[src/design/pldz_pkg.sv]
package pldz_pkg;

    // history memory geometry
    localparam int HIST_DEPTH = 2048;
    localparam int HIST_AW    = $clog2(HIST_DEPTH);
    localparam int PROD_W     = HIST_AW + 1;

    // token field widths
    localparam int DIST_W   = 11;
    localparam int CNT_W    = 4;
    localparam int STATUS_W = 3;

    // result status codes
    localparam logic [STATUS_W-1:0] ST_DATA      = 3'd0;
    localparam logic [STATUS_W-1:0] ST_TRUNC     = 3'd1;
    localparam logic [STATUS_W-1:0] ST_ZERO_DIST = 3'd2;
    localparam logic [STATUS_W-1:0] ST_FAR_DIST  = 3'd3;
    localparam logic [STATUS_W-1:0] ST_EMPTY     = 3'd4;

    // byte constants of the format
    localparam logic [7:0]       SPACE_BYTE    = 8'h20;
    localparam logic [7:0]       HIGH_FLIP     = 8'h80;
    localparam logic [CNT_W-1:0] COPY_LEN_BIAS = 4'd3;

    // input item
    typedef struct packed {
        logic [7:0] data_byte;
        logic       record_end;
    } in_item_t;

    // result item
    typedef struct packed {
        logic [7:0]          out_byte;
        logic [STATUS_W-1:0] status;
        logic                last_of_item;
        logic                end_of_record;
    } out_item_t;

    // controller to datapath commands
    typedef struct packed {
        logic accept;
        logic emit_direct;
        logic read_issue;
        logic emit_copy;
        logic emit_err;
        logic finish;
    } dp_cmd_t;

    // datapath to controller status
    typedef struct packed {
        logic out_free;
        logic cnt_nz;
        logic cnt_one;
        logic is_copy;
        logic err_nz;
    } dp_status_t;

endpackage

[src/design/pldz_ctrl.sv]
module pldz_ctrl (
    input  logic                 aclk,
    input  logic                 aresetn,
    input  logic                 s_valid,
    output logic                 s_ready,
    input  pldz_pkg::dp_status_t stat,
    output pldz_pkg::dp_cmd_t    cmd
);
    import pldz_pkg::*;

    localparam logic [1:0] S_IDLE = 2'd0;
    localparam logic [1:0] S_RUN  = 2'd1;
    localparam logic [1:0] S_COPY = 2'd2;

    logic [1:0] state_reg;
    logic [1:0] state_next;

    // sequencer: take an item, then emit its results one at a time
    always_comb begin
        state_next = state_reg;
        cmd        = '0;
        s_ready    = (state_reg == S_IDLE);
        case (state_reg)
            S_IDLE: begin
                if (s_valid) begin
                    cmd.accept = 1'b1;
                    state_next = S_RUN;
                end
            end
            S_RUN: begin
                if (stat.cnt_nz) begin
                    if (stat.is_copy) begin
                        cmd.read_issue = 1'b1;
                        state_next     = S_COPY;
                    end else if (stat.out_free) begin
                        cmd.emit_direct = 1'b1;
                        if (stat.cnt_one && !stat.err_nz) begin
                            cmd.finish = 1'b1;
                            state_next = S_IDLE;
                        end
                    end
                end else if (stat.err_nz) begin
                    if (stat.out_free) begin
                        cmd.emit_err = 1'b1;
                        cmd.finish   = 1'b1;
                        state_next   = S_IDLE;
                    end
                end else begin
                    cmd.finish = 1'b1;
                    state_next = S_IDLE;
                end
            end
            S_COPY: begin
                if (stat.out_free) begin
                    cmd.emit_copy = 1'b1;
                    if (stat.cnt_one && !stat.err_nz) begin
                        cmd.finish = 1'b1;
                        state_next = S_IDLE;
                    end else begin
                        state_next = S_RUN;
                    end
                end
            end
            default: begin
                state_next = S_IDLE;
            end
        endcase
    end

    // state register
    always_ff @(posedge aclk) begin
        if (!aresetn) begin
            state_reg <= S_IDLE;
        end else begin
            state_reg <= state_next;
        end
    end

`ifndef SYNTHESIS
    a_one_emit: assert property (@(posedge aclk) disable iff (!aresetn)
        $onehot0({cmd.emit_direct, cmd.emit_copy, cmd.emit_err}))
        else $error("more than one result emitted in a cycle");
    a_finish_idle: assert property (@(posedge aclk) disable iff (!aresetn)
        cmd.finish |=> s_ready)
        else $error("not ready after item finished");
    a_accept_busy: assert property (@(posedge aclk) disable iff (!aresetn)
        cmd.accept |=> !s_ready)
        else $error("ready right after an item was taken");
`endif

endmodule

[config.mk]
export PLATFORM = sky130hd
export DESIGN_NAME = pldz_ctrl
export DESIGN_NICKNAME = d
export VERILOG_FILES = /design/src/design/pldz_pkg.sv /design/src/design/pldz_ctrl.sv
export SDC_FILE = /design/constraint.sdc
export NUM_CORES = 1
export LEC_CHECK = 0
export ABC_AREA = 1
export BUFFER_PORTS_ARGS = -buffer_cell sky130_fd_sc_hd__buf_2
export CAP_MARGIN = 20
export CORE_AREA = 8 8 45 47
export DETAILED_ROUTE_END_ITERATION = 6
export DIE_AREA = 0 0 53 55
export GPL_TIMING_DRIVEN = 0
export MAX_ROUTING_LAYER = met4
export PLACE_DENSITY = 0.5
export SYNTH_ARGS = -nofsm -noshare
export SYNTH_HDL_FRONTEND = slang
export SYNTH_SLANG_ARGS = --single-unit
[constraint.sdc]
create_clock -name aclk -period 1.4 [get_ports aclk]
set_input_delay 0.07 -clock aclk [delete_from_list [all_inputs] [get_ports aclk]]
set_output_delay 0.07 -clock aclk [all_outputs]
set_load 0.005 [all_outputs]
==> After elaboration in Yosys (flattened, before gate mapping) <==
Index checks and enable logic that the tools add are counted.
{ "word_totals": {"register_bits": 2, "wordCells": 40, "output_inout_bits": 7, "in_bits": 8} }
{ "op_classes": {"reduce_logical": 4, "eq_ne": 7, "mux": 28} }
{ "ops": {"columns": ["op", "n"], "rows": [
  ["2-bit 2-to-1 mux", 11],
  ["1-bit 2-to-1 mux", 15],
  ["4-bit != test (second input constant)", 3],
  ["2-bit case mux with 3 select lines", 1],
  ["5-bit AND reduction", 1],
  ["2-bit != test (second input constant)", 2],
  ["2-bit by 1-bit == test with 1-bit output (second input constant)", 1],
  ["2-bit == test (second input constant)", 1],
  ["2-bit zero test", 1],
  ["1-bit case mux with 2 select lines", 1],
  ["1-bit logical AND", 1],
  ["1-bit zero test", 1]
]} }

==> Logic depth before layout (Yosys ltp) <==
{ "logic_depth": {"ltp_word": 7, "depth_mapped": 10, "ltp_nobuf": 10} }

==> Least setup slack after synthesis <==
No wires, ideal clock.
{ "synth_path": {"kind": "reg2reg", "from": "reg state_reg[0]", "to": "reg state_reg[0]", "period_less_slack_ns": 1.311, "required_ns": 1.290, "stages_incl_launch_ff": 11, "arrival_time_ns": 1.202, "setup_slack_ns": 0.089, "n_path_buf": 0, "setup_ns": 0.110, "cell_sequence": "dfxtp_1 -> bufinv_8 -> ha_1 -> nand2_4 -> nand2_2 -> clkinv_2 -> nand2_1 -> nor2_1 -> nand2_1 -> nand2_1 -> nor2_1"} }
{ "synth_between": {"elab_chain_len": 3, "elab_cells_between_ends": 10, "cone_classes": "eq/ne (7); mux (1); reduce/logical (2)"} }
{ "synth_lines": {"columns": ["element", "line_no", "source"], "rows": [
  ["from (decl)", "pldz_ctrl.sv:15", "logic [1:0] state_reg;"],
  ["from (signal assigned)", "pldz_ctrl.sv:75", "state_reg <= state_next;"],
  ["2-bit zero test *", null, null],
  ["net s_ready", "pldz_ctrl.sv:5", "output logic s_ready,"],
  ["2-bit != test (no source line)", null, null],
  ["5-bit AND reduction (no source line)", null, null]
]} }
The timed path passes the listed nets; every way through them passes the cells marked *.
A chain may end at the register's enable or synchronous reset.

==> flow_summary_export.csv <==
group,metric,value,unit
sta,setup_tns,0,ns
worst_setup_path,cp-end-kind,"output pin",
run,cap_violations,0,
place,gp_congestion,0.729,
logic_synthesis,netlist.area_leader.share,16.9,%
clocking,clock_latency,0.22,ns
sta,finClkSkew,0.00206,ns
place,dp.cells,91,
die,io-pin-count,15,
grt,grt_pass1_wl,1290,um
worst_setup_path,crit_slowest_cell,"dfxtp_4",
power,seqPwrFrac,16.3,%
logic_synthesis,synth.distinct_cells,17,
place,postPlaceCellArea,459,um2
grt,grt_overflow,0,
final_layout,final_area,490,um2
route,viasPerCell,3.91,
die,die_x,53,um
clocking,postCtsSetupRepairBufs,0,
worst_hold_path,hold_path_class,"input pin to flop",
worst_setup_path,worstSetupPathType,"flop to output pin",
worst_setup_path,startpoint_type,"flop",
power,power_frac_clock,17.4,%
power,p_leak,0.312,nW
logic_synthesis,synth-seq-cells,2,
power,intPower,0.420,mW
final_layout,postLayoutCoreUtil,35.4,%
clocking,numCtsBuffers,3,
power,ir_worst_vdd,683,uV
logic_synthesis,ys_seq_area_share,10.8,%
route,vias,368,
sta,finalHoldViolations,0,
worst_setup_path,path_cells,"bufinv_8 -> ha_2 -> a21boi_1 -> buf_2",
final_layout,area_delta_synth_final,32.9,%
place,dp_hpwl,677,um
logic_synthesis,synth_nets,74,
logic_synthesis,yosys_warnings,0,
sta,setup_viol,0,
place,port-buffer-count,14,
power,combPwrFrac,66.3,%
die,coreArea,0.00138,mm2
route,wl_per_cell,8.24,um
clocking,cts_tree,"done",
sta,slew_violations,0,
route,routed_wl,775,um
power,power.density,1460,mW/mm2
final_layout,largest_reg_flops,2,
final_layout,drive_above_1_share,44.9,%
logic_synthesis,syn_area_per_cell,6.05,um2
sta,fmax,728,MHz
die,start_util,26.7,%
final_layout,n_antenna_cell,0,
sta,rsz0062_at_grt,"true",
clocking,clock-root-buffer,"clkbuf_4",
die,die_area,0.00292,mm2
sta,worst_slew_pin_slew,0.218,ns
sta,fin_crit_sh,98.1,%
worst_setup_path,worstPathMaxFanout,4,
clocking,h-tree-depth,1,
power,sw_frac_of_total,41.3,%
sta,slew_headroom,85.4,%
die,fp-row-count,14,
sta,period_minus_slack,1.37,ns
logic_synthesis,syn_inst,61,
die,die_h,55,um
logic_synthesis,syn_area,369,um2
final_layout,nets,93,
clocking,clkSinkCount,2,
clocking,clk_path_buf_depth,2,
route,drtIter0Drc,6,
grt,first_global_vias,330,
sta,setup_ws,0.0262,ns
worst_setup_path,critPathMaxStageDelay,0.35,ns
outcome,status,"finished clean",
power,total_power,0.717,mW
power,power.switching,0.296,mW
worst_setup_path,worstPathArrival,1.30,ns
sta,fin_hold_ws,0.0751,ns
worst_setup_path,worstPathRequired,1.33,ns
route,antenna_left,0,
final_layout,stdcell_count,94,
clocking,cts.clk_slew.worst_paths,0.03,ns
place,dp_slack,0.00602,ns
logic_synthesis,synth_area_leaders,"ha_1 17%, nand2_1 15%, dfxtp_1 11%",
grt,grt_max_degree,6,
route,drc,0,
logic_synthesis,yosys.area.top_type,"ha_1",
grt,track_usage,5.73,%
grt,antenna_found_initial,0,
route,dr.pass1.iters,2,
cell type report:
| class | count | area [um2] |
|---|---|---|
| buffer | 1 | 7.51 |
| clock buffer | 3 | 22.5 |
| fill | 166 | 893 |
| inverter | 16 | 75.1 |
| multi-input combinational | 42 | 251 |
| sequential | 2 | 43.8 |
| tap | 16 | 20.0 |
| timing repair buffer | 14 | 70.1 |
power by group through the flow:
stage | combinational (mW) | sequential, mW | clock (mW)
after floorplan | 0.363 | 0.101 | 0
after global placement | 0.476 | 0.108 | 0
after detailed placement | 0.473 | 0.109 | 0
after CTS | 0.476 | 0.111 | 0.131
after global routing | 0.541 | 0.125 | 0.135
final | 0.475 | 0.117 | 0.125
critical path, delay by kind of cell (launching register included):
family | cells | cell delay (ns)
DFF | 1 | 0.35
AOI/OAI and AO/OA | 1 | 0.14
buffers and inverters | 2 | 0.30
adders and majority gates | 1 | 0.30
cells in the final DEF (no fill, tap or decap), drive strengths merged:
cell    count
a21boi      1
nand3       6
ha          5
o21bai      1
clkinv      1
inv        14
nor3        2
bufinv      1
nor2        8
clkbuf      3
nand2      19
buf        15
dfxtp       2
per-layer routing:
metal	global-route usage [%]	share of wire, %	wire length [um]	vias to the layer above
met5	-	0	0	-
met4	1.29	0	0	0
met3	1.87	6.8	53	0
li1	-	-	-	213
met2	8.79	44	338	8
met1	7.10	49	383	147
cell usage after synthesis (all sizes together):
library cell	count
o21bai	1
nor2	8
nand3	6
dfxtp	2
clkinv	1
nand2	19
inv	14
buf	1
a21boi	1
ha	5
nor3	2
bufinv	1
logic make-up (layout without fill, tap and decap cells):
group / Yosys count / in the layout / synth area share (%)
DFF: 2 / 2 / 10.8
and+or+nand+nor: 35 / 35 / 45.8
buffers and inverters: 17 / 34 / 22.4
adders and majority gates: 5 / 5 / 16.9
AOI/OAI and AO/OA: 2 / 2 / 4.07
path summary, 6_finish.rpt:
check / endpoint / depth (start not counted) / slack (ns) / from
worst max-delay path: cmd[0] / 4 / 0.03 / state_reg[0]
worst min-delay path: state_reg[0] / 3 / 0.08 / aresetn
worst max register to register: state_reg[0] / 10 / 0.14 / state_reg[0]
worst min register to register: state_reg[1] / 4 / 0.60 / state_reg[1]
timing repair:
| item | 4_1_cts | 5_1_grt |
|---|---|---|
| endpoints found under the setup margin | 1 | 3 |
| hold buffers | 0 | 0 |
| gates resized for setup | 1 | 4 |
Power figures use the tool's default switching activity.
